===== config.mk =====
export PLATFORM = sky130hd
export DESIGN_NAME = ordered_list_append_remove_flat
export DESIGN_NICKNAME = d
export VERILOG_FILES = /design/src/hdl/olar_pkg.sv /design/src/hdl/olar_if.sv /design/src/hdl/olar_cell.sv /design/src/hdl/ordered_list_append_remove.sv /design/src/flat_wrapper.sv
export SDC_FILE = /design/constraint.sdc
export NUM_CORES = 2
export LEC_CHECK = 0
export BUFFER_PORTS_ARGS = -buffer_cell sky130_fd_sc_hd__buf_2
export CAP_MARGIN = 20
export CORE_ASPECT_RATIO = 2
export CORE_MARGIN = 4
export CORE_UTILIZATION = 25
export DETAILED_ROUTE_END_ITERATION = 8
export SLEW_MARGIN = 20
export SYNTH_ARGS = -nofsm -noshare
export SYNTH_HDL_FRONTEND = slang
export SYNTH_SLANG_ARGS = --single-unit
export TNS_END_PERCENT = 50

===== constraint.sdc =====
create_clock -name i_clk -period 4.7 [get_ports i_clk]
set_clock_uncertainty 0.1 [all_clocks]
set_input_delay 0.47 -clock i_clk [delete_from_list [all_inputs] [get_ports i_clk]]
set_output_delay 0.47 -clock i_clk [all_outputs]
set_load 0.005 [all_outputs]

===== src/hdl/olar_pkg.sv =====
// Package for the ordered list block: status and operation codes, the default
// depth and the structs passed between the list cells and the top level.
// No dependencies.
package olar_pkg;

    localparam int unsigned OLAR_DEPTH = 16;
    localparam int unsigned VALUE_W    = 32;

    localparam logic OP_APPEND = 1'b0;
    localparam logic OP_REMOVE = 1'b1;

    localparam logic [1:0] ST_APPENDED  = 2'd0;
    localparam logic [1:0] ST_REMOVED   = 2'd1;
    localparam logic [1:0] ST_NOT_FOUND = 2'd2;
    localparam logic [1:0] ST_FULL      = 2'd3;

    // Operation broadcast to every cell in the accepting cycle.
    typedef struct packed {
        logic                       do_append;
        logic                       do_remove;
        logic signed [VALUE_W-1:0]  value;
    } t_cell_cmd;

    // Passed from a cell toward the tail.
    typedef struct packed {
        logic valid;
        logic hit;
    } t_fwd_link;

    // Passed from a cell toward the head.
    typedef struct packed {
        logic                       valid;
        logic signed [VALUE_W-1:0]  value;
    } t_back_link;

endpackage


===== src/hdl/olar_if.sv =====
// Handshake interfaces for the ordered list block: the operation channel and
// the result channel. Depends on olar_pkg.
interface olar_in_if;
    logic                                 valid;
    logic                                 ready;
    logic                                 opcode;
    logic signed [olar_pkg::VALUE_W-1:0]  item_value;

    modport source (output valid, output opcode, output item_value, input ready);
    modport sink   (input valid, input opcode, input item_value, output ready);
endinterface

interface olar_out_if #(
    parameter int unsigned COUNT_W = 5
);
    logic               valid;
    logic               ready;
    logic [1:0]         status;
    logic [COUNT_W-1:0] entry_count;

    modport source (output valid, output status, output entry_count, input ready);
    modport sink   (input valid, input status, input entry_count, output ready);
endinterface


===== src/hdl/olar_cell.sv =====
// One position of the ordered list: holds a value and its valid flag.
// Depends on olar_pkg.
module olar_cell (
    input  logic                   i_clk,
    input  logic                   i_rst_n,
    input  olar_pkg::t_cell_cmd    i_cmd,
    input  olar_pkg::t_fwd_link    i_prev,
    input  olar_pkg::t_back_link   i_next,
    output olar_pkg::t_fwd_link    o_fwd,
    output olar_pkg::t_back_link   o_back
);
    import olar_pkg::*;

    logic                      r_valid;
    logic                      n_valid;
    logic signed [VALUE_W-1:0] r_value;
    logic signed [VALUE_W-1:0] n_value;
    logic                      match;

    assign match       = r_valid && (r_value == i_cmd.value);
    assign o_fwd.valid = r_valid;
    // Once a match is seen at or ahead of this cell, every cell from there on
    // takes its neighbor's contents to close the gap.
    assign o_fwd.hit   = i_prev.hit | match;
    assign o_back.valid = r_valid;
    assign o_back.value = r_value;

    always_comb begin
        n_valid = r_valid;
        n_value = r_value;
        if (i_cmd.do_append && !r_valid && i_prev.valid) begin
            n_valid = 1'b1;
            n_value = i_cmd.value;
        end else if (i_cmd.do_remove && o_fwd.hit) begin
            n_valid = i_next.valid;
            n_value = i_next.value;
        end
    end

    always_ff @(posedge i_clk) begin
        if (!i_rst_n) begin
            r_valid <= 1'b0;
        end else begin
            r_valid <= n_valid;
        end
        r_value <= n_value;
    end

endmodule


===== src/hdl/ordered_list_append_remove.sv =====
// Ordered list of up to DEPTH signed 32-bit values: append at tail, remove
// first match. Top level; depends on olar_pkg, olar_if and olar_cell.
//
// Usage:
//   i_item carries an operation (opcode append or remove) and a value.
//   o_result returns one item per operation: a status code and the number
//   of entries held afterwards.
//   An operation is accepted whenever the result register is empty or is
//   being emptied in the same cycle, so one item per cycle flows through
//   when the receiver keeps ready high.
//   The result is registered: it appears the cycle after acceptance.
//   All cells compare against the value at once; the first-match flag
//   ripples down the cell row in the accepting cycle, and the list shifts
//   toward the head in the same clock edge that registers the result.
//   If the receiver stalls, the result is held and no new operation is
//   accepted until it has been taken.
//   Reset empties the list and the result register; the stored values are
//   left as they are, since only valid positions are ever compared.
//   An append to a full list returns the full status and changes nothing;
//   a remove without a match returns not found.
module ordered_list_append_remove #(
    parameter int unsigned DEPTH   = olar_pkg::OLAR_DEPTH,
    parameter int unsigned COUNT_W = $clog2(DEPTH + 1)
) (
    input  logic              i_clk,
    input  logic              i_rst_n,
    olar_in_if.sink           i_item,
    olar_out_if.source        o_result
);
    import olar_pkg::*;

    t_cell_cmd           cmd;
    t_fwd_link           fwd  [DEPTH+1];
    t_back_link          back [DEPTH+1];
    logic                accept;
    logic                full;
    logic                found;

    logic                r_out_valid;
    logic [1:0]          r_status;
    logic [1:0]          n_status;
    logic [COUNT_W-1:0]  r_count;
    logic [COUNT_W-1:0]  n_count;

    assign i_item.ready = !r_out_valid || o_result.ready;
    assign accept       = i_item.valid && i_item.ready;

    assign cmd.do_append = accept && (i_item.opcode == OP_APPEND);
    assign cmd.do_remove = accept && (i_item.opcode == OP_REMOVE);
    assign cmd.value     = i_item.item_value;

    assign fwd[0].valid      = 1'b1;
    assign fwd[0].hit        = 1'b0;
    assign back[DEPTH].valid = 1'b0;
    assign back[DEPTH].value = '0;

    for (genvar g = 0; g < DEPTH; g++) begin : g_cell
        olar_cell u_cell (
            .i_clk   (i_clk),
            .i_rst_n (i_rst_n),
            .i_cmd   (cmd),
            .i_prev  (fwd[g]),
            .i_next  (back[g+1]),
            .o_fwd   (fwd[g+1]),
            .o_back  (back[g])
        );
    end

    assign full  = fwd[DEPTH].valid;
    assign found = fwd[DEPTH].hit;

    always_comb begin
        n_status = r_status;
        n_count  = r_count;
        if (accept) begin
            if (i_item.opcode == OP_APPEND) begin
                if (full) begin
                    n_status = ST_FULL;
                end else begin
                    n_status = ST_APPENDED;
                    n_count  = r_count + COUNT_W'(1);
                end
            end else begin
                if (found) begin
                    n_status = ST_REMOVED;
                    n_count  = r_count - COUNT_W'(1);
                end else begin
                    n_status = ST_NOT_FOUND;
                end
            end
        end
    end

    always_ff @(posedge i_clk) begin
        if (!i_rst_n) begin
            r_out_valid <= 1'b0;
            r_count     <= '0;
        end else begin
            r_count <= n_count;
            if (accept) begin
                r_out_valid <= 1'b1;
            end else if (o_result.ready) begin
                r_out_valid <= 1'b0;
            end
        end
        r_status <= n_status;
    end

    assign o_result.valid       = r_out_valid;
    assign o_result.status      = r_status;
    assign o_result.entry_count = r_count;

endmodule


===== src/flat_wrapper.sv =====
// flat-port wrapper written by rule: the top's interface ports become plain ports
module ordered_list_append_remove_flat import olar_pkg::*;
#(
    parameter int unsigned DEPTH   = olar_pkg::OLAR_DEPTH,
    parameter int unsigned COUNT_W = $clog2(DEPTH + 1)
)
  (i_clk, i_rst_n, i_item_valid, i_item_opcode, i_item_item_value, i_item_ready, o_result_valid, o_result_status, o_result_entry_count, o_result_ready);
  olar_in_if i_item_i ();
  olar_out_if #(.COUNT_W(COUNT_W)) o_result_i ();
  input  logic i_clk;
  input  logic i_rst_n;
  input wire logic [$bits(i_item_i.valid)-1:0] i_item_valid;
  input wire logic [$bits(i_item_i.opcode)-1:0] i_item_opcode;
  input wire logic [$bits(i_item_i.item_value)-1:0] i_item_item_value;
  output wire logic [$bits(i_item_i.ready)-1:0] i_item_ready;
  output wire logic [$bits(o_result_i.valid)-1:0] o_result_valid;
  output wire logic [$bits(o_result_i.status)-1:0] o_result_status;
  output wire logic [$bits(o_result_i.entry_count)-1:0] o_result_entry_count;
  input wire logic [$bits(o_result_i.ready)-1:0] o_result_ready;
  assign i_item_i.valid = i_item_valid;
  assign i_item_i.opcode = i_item_opcode;
  assign i_item_i.item_value = i_item_item_value;
  assign i_item_ready = i_item_i.ready;
  assign o_result_valid = o_result_i.valid;
  assign o_result_status = o_result_i.status;
  assign o_result_entry_count = o_result_i.entry_count;
  assign o_result_i.ready = o_result_ready;
  ordered_list_append_remove #(.DEPTH(DEPTH), .COUNT_W(COUNT_W)) u_core (.i_clk(i_clk), .i_rst_n(i_rst_n), .i_item(i_item_i), .o_result(o_result_i));
endmodule

# == Word-level counts from Yosys, hierarchy flattened ==
# Cells that the tools add are included.
# op_classes
bitwise,16
mux,72
addsub,2
n_reduce_logical,102
n_eq_ne,18
# ops
cell,n
$mux W32,32
$eq A32 B32 Y1,16
$logic_and A1 B1 Y1,66
$mux W1,34
$reduce_bool A2 Y1,17
$logic_not A1 Y1,17
$mux W5,3
$or A1 B1 Y1,15
$mux W2,3
$add A5 B1 Y5 const B,1
$sub A5 B1 Y5 const B,1
$reduce_and A3 Y1,1
$ne A2 B1 Y1 const B,1
$ne A2 B2 Y1 const B,1
$logic_or A1 B1 Y1,1
$not A1 Y1,1
# totals
input_bits,37
out_inout_bits,9
register_bits,536
elab_cells,245

# == Longest topological paths before layout ==
# depth
ltp_word,20
depth_mapped,11
ltp_nobuf,8

# == By module ==
# From an unflattened synthesis, not the netlist that was laid out.
# hier_totals
hier_cells,1990
area_unflattened_um2,28932.7
# modules_own_cells
module,cells_each,instances,seq_area_each_um2,area_per_inst_um2
olar_cell,121,16,980.9,1778.0
ordered_list_append_remove,54,1,180.2,485.5

# == Worst setup path after synthesis ==
# No wires, ideal clock.
# synth_path
path_kind,input to register
from,input i_item_item_value[12]
to,"register u_core.g_cell[8].u_cell.r_value[0], enable pin"
setup_time_ns,0.466
path_buffers,2
required_time_ns,4.134
arrival_ns,4.354
cell_stages,9
setup_slack_ns,-0.220
path_cell_list,clkbuf_1 buf_2 xor2_1 nor4_1 nand3_1 or4_4 nand4b_2 nor3_2 o21ai_0
# synth_via
elab_chain_len,12
word_cells_on_any_way,28
classes_between,eq/ne (9); bitwise (8); reduce/logical (11)
# synth_rtl
item,line,text
from (decl),flat_wrapper.sv:14,input wire logic [$bits(i_item_i.item_value)-1:0] i_item_item_value;
$eq A32 B32 Y1,olar_cell.sv:20,assign match = r_valid && (r_value == i_cmd.value);
$logic_and A1 B1 Y1,olar_cell.sv:20,
$or A1 B1 Y1 (7 in a row),olar_cell.sv:24,assign o_fwd.hit = i_prev.hit | match;
$or A1 B1 Y1 (*),olar_cell.sv:24,
$logic_and A1 B1 Y1 (*),olar_cell.sv:34,end else if (i_cmd.do_remove && o_fwd.hit) begin
$reduce_bool A2 Y1 (no line) (*),-,
to (signal assigned),olar_cell.sv:46,r_value <= n_value;
to (decl),olar_cell.sv:16,logic signed [VALUE_W-1:0] r_value;
# Every way passes the cells marked *; elsewhere a longest branch is shown, timed or not.
# A chain may end at the register's enable or synchronous reset.

# == Final worst setup path ==
# layout_path
from,input i_item_item_value[10]
to,"register u_core.g_cell[15].u_cell.r_value[9], enable pin"
# layout_via
elab_chain_len,19
word_cells_on_any_way,49
classes_between,eq/ne (16); bitwise (15); reduce/logical (18)
# layout_rtl
item,line
$eq A32 B32 Y1,olar_cell.sv:20
$logic_and A1 B1 Y1,olar_cell.sv:20
$or A1 B1 Y1 (14 in a row),olar_cell.sv:24
$or A1 B1 Y1 (*),olar_cell.sv:24
$logic_and A1 B1 Y1 (*),olar_cell.sv:34
$reduce_bool A2 Y1 (no line) (*),-
to (signal assigned),olar_cell.sv:46
to (decl),olar_cell.sv:16
# Marks and branches as above.

==> impl_metrics.tcl <==
set metrics [dict create \
    drt-initial-drc-count 1192 \
    synth.most_common_cell "edfxtp_1" \
    critPathLaunchType "input port" \
    p_sw_mw 2.498 \
    power_frac_comb_pct 7.9 \
    nets 2561 \
    cts-root-buf "clkbuf_16" \
    end_kind "flip-flop" \
    ir_drop_v 0.0002529 \
    status "completed" \
    routed_wl_um 105800 \
    endpoint "u_core.g_cell[15].u_cell.r_value[9]" \
    critPathMostFrequentCell "buf_4" \
    switching_share_pct 24.33 \
    drtPass1Iterations 5 \
    rsz0062_at_grt "no" \
    ys_warn_count 0 \
    grt_pass1_vias 20650 \
    vias_per_cell 4.816 \
    portBuffers 45 \
    final_util_pct 28.87 \
    crit_slowest_cell "nor4_1" \
    place_congestion 0.9621 \
    drtAntennaViolNets 0 \
    arrival_ns 4.36 \
    fin_crit_sh_pct 87.99 \
    post_synth.cell_area_avg_sq_um 11.70 \
    whs_ns 0.04994 \
    reg2reg_slack_ns 0.74 \
    row_count 176 \
    overflow 0 \
    drive_gt1_share_pct 21.15 \
    grt_pass1_wl_um 146300 \
    synth_cell_types 63 \
    synthTopCellsByArea "edfxtp_1 53%, mux2_2 10%, xor2_1 9.1%" \
    cts_made_buffers 52 \
    p_clk_share_pct 41.5 \
    clk_latency_ns 0.63 \
    slew_headroom_pct 24.56 \
    path_delay_family "simple AND/OR/NAND/NOR gates" \
    synth.cell_area_sq_um 29070 \
    start_util_pct 25.24 \
    ys_ff_latch 536 \
    cp_num_buf_inv 5 \
    clk_pin_slew_worst_paths_ns 0.07 \
    p_seq_share_pct 50.7 \
    async_flop_share_pct 0 \
    route.detailed.drc 0 \
    core_sq_um 115200 \
    setup_violations 0 \
    drv_cap 0 \
    grt_max_degree 45 \
    cp_data_required_time_ns 4.93 \
    seq_area_frac_synth_pct 54.61 \
    reg2reg_to "u_core.g_cell[15].u_cell.r_value[9]" \
    cpPeakStageDelay_ns 0.84 \
    reg2reg_depth 10 \
    clockBufferDepth 3 \
    cp_cell_sequence "buf_2 > buf_4 > buf_4 > xor2_1 > nor4_1 > nand2_1 > nor4_1 > buf_4 > and4b_1 > and4bb_2 > a21oi_1 > or2_1 > buf_12" \
    synth_top_area_share_pct 53.09 \
    synth_commonest_cells "514 x edfxtp_1, 443 x nand2_1, 301 x xor2_1" \
    min_path_type "in2reg" \
    cts_setup_buffers 0 \
    vias 19640 \
    max_freq_mhz 241.8 \
    slew_violations 0 \
    crit_path_max_fanout 16 \
    finalCriticalPeriod_ns 4.135 \
    r2r_start "u_core.g_cell[8].u_cell.r_value[4]" \
    cts_htree_levels 2 \
    syn_nets 2525 \
    synth_cells 2484 \
    synth_flop_cell "edfxtp_1" \
    track_usage_pct 16.78 \
    ios 46 \
    die_area_sq_um 122100 \
    grt_antenna_before_repair 2 \
    postCtsHoldBufs 0 \
    cp_num_cells 13 \
    cts_num_sinks 536 \
    dp_hpwl_um 83060 \
    cts_tree "yes" \
    wl_per_cell_um 25.94 \
    nFillCells 11810 \
    startpoint "i_item_item_value[10]" \
    postCtsResizedCells 0 \
    fp.dieH_um 490.2 \
    leakage_nw 11.59 \
    synth_edf_count 514 \
    power_density_nw_per_um2 308.7 \
    intPower_mw 7.767 \
    finalHoldViolations 0 \
    synth_top_cell_by_area "edfxtp_1" \
    area_growth_syn_to_layout_pct 14.39 \
    critPathKind "in2reg" \
    die_x_um 249.1 \
    worst_slew_pin_slew_ns 1.124 \
]
per-layer routing:
metal  wire (um)  up-vias  global-route usage [%]
met5          13        -                       0
met4       17340        2                   21.43
met3        3545      437                   2.618
met2       56810      699                   32.24
met1       28070     9637                   12.06
li1            -     8863                       -
cell families after synthesis:
| group | after synthesis | share of synthesized area, % |
|---|---|---|
| buffers and inverters | 229 | 3.645 |
| flip-flops | 536 | 54.61 |
| adder cells (fa/ha/maj) | 4 | 0.1980 |
| AND/OR/NAND/NOR | 748 | 12.20 |
| multiplexers | 276 | 10.63 |
| XOR/XNOR | 498 | 15.00 |
| AO/OA/AOI/OAI | 193 | 3.710 |
layout by cell type (no fill, tap or decap), drive strengths merged, types with 10 or more instances in the layout:
| master | instances |
|---|---|
| nand4 | 60 |
| nor3 | 26 |
| clkinv | 18 |
| a21oi | 17 |
| xnor2 | 197 |
| clkbuf | 72 |
| nand2b | 11 |
| mux2i | 14 |
| dfxtp | 22 |
| inv | 32 |
| nand3b | 10 |
| nor2 | 14 |
| o21ai | 146 |
| nand3 | 26 |
| buf | 182 |
| and2 | 25 |
| nor4 | 97 |
| xor2 | 301 |
| mux2 | 262 |
| edfxtp | 514 |
| nand2 | 443 |
power groups by stage:
| stage | clock network [mW] | registers, mW | logic (mW) |
|---|---|---|---|
| after floorplan | 0 | 5.30 | 0.444 |
| after global placement | 0 | 5.31 | 0.792 |
| after detailed placement | 0 | 5.31 | 0.796 |
| after CTS | 4.31 | 5.20 | 0.799 |
| after global routing | 4.49 | 5.20 | 0.840 |
| final | 4.26 | 5.20 | 0.806 |
worst reg2reg max path, delay by kind of cell (launching register included):
kind	cells	cell delay, ns
buf+inv	2	0.46
xor+xnor	1	0.24
compound gates	1	0.23
flops	1	0.41
simple gates	6	2.21
final cells by class:
| cell class | count | area (sq um) | share of cell area, % |
|---|---|---|---|
| Sequential cell | 536 | 15880 | 47.74 |
| Multi-Input combinational cell | 1719 | 12200 | 36.70 |
| Tap cell | 1513 | 1893 | 5.693 |
| Timing Repair Buffer | 182 | 1491 | 4.485 |
| Clock buffer | 72 | 1460 | 4.391 |
| Clock inverter | 25 | 215.2 | 0.6472 |
| Inverter | 29 | 111.4 | 0.3349 |
| Antenna cell | 2 | 5.005 | 0.01505 |
flip-flops by register name, summed over array words and instances, names as in the netlist:
register                      count
u_core.g_cell.u_cell.r_value    512
u_core.g_cell.u_cell.r_valid     16
u_core.o_result.entry_count       5
u_core.o_result.status            2
u_core.o_result.valid             1
worst min path at each step:
stage,startpoint,endpoint,slack (ns),cells after the start
floorplan,u_core.o_result.entry_count[4],u_core.o_result.entry_count[4],0.36,2
global placement,u_core.o_result.entry_count[2],u_core.o_result.entry_count[2],0.37,2
detailed placement,u_core.o_result.entry_count[2],u_core.o_result.entry_count[2],0.38,2
CTS,i_item_valid,u_core.o_result.valid,0.01,3
global route,i_item_valid,u_core.o_result.valid,0.04,3
finish,i_item_valid,u_core.o_result.valid,0.05,3
through the flow:
step	total power [mW]	setup TNS, ns	cell area [sq um]	setup WS (ns)	std cells
2_1_floorplan	5.745	-6.635	29070	-0.2073	2484
6_report	10.26	0	33250	0.5645	4078
3_5_place_dp	6.102	0	31560	0.04650	3979
5_1_grt	10.53	0	33250	0.5553	4076
3_3_place_gp	6.098	0	31560	0.02559	3979
4_1_cts	10.32	0	33230	0.6896	4076
No activity file was read; power rests on OpenSTA's default activity.
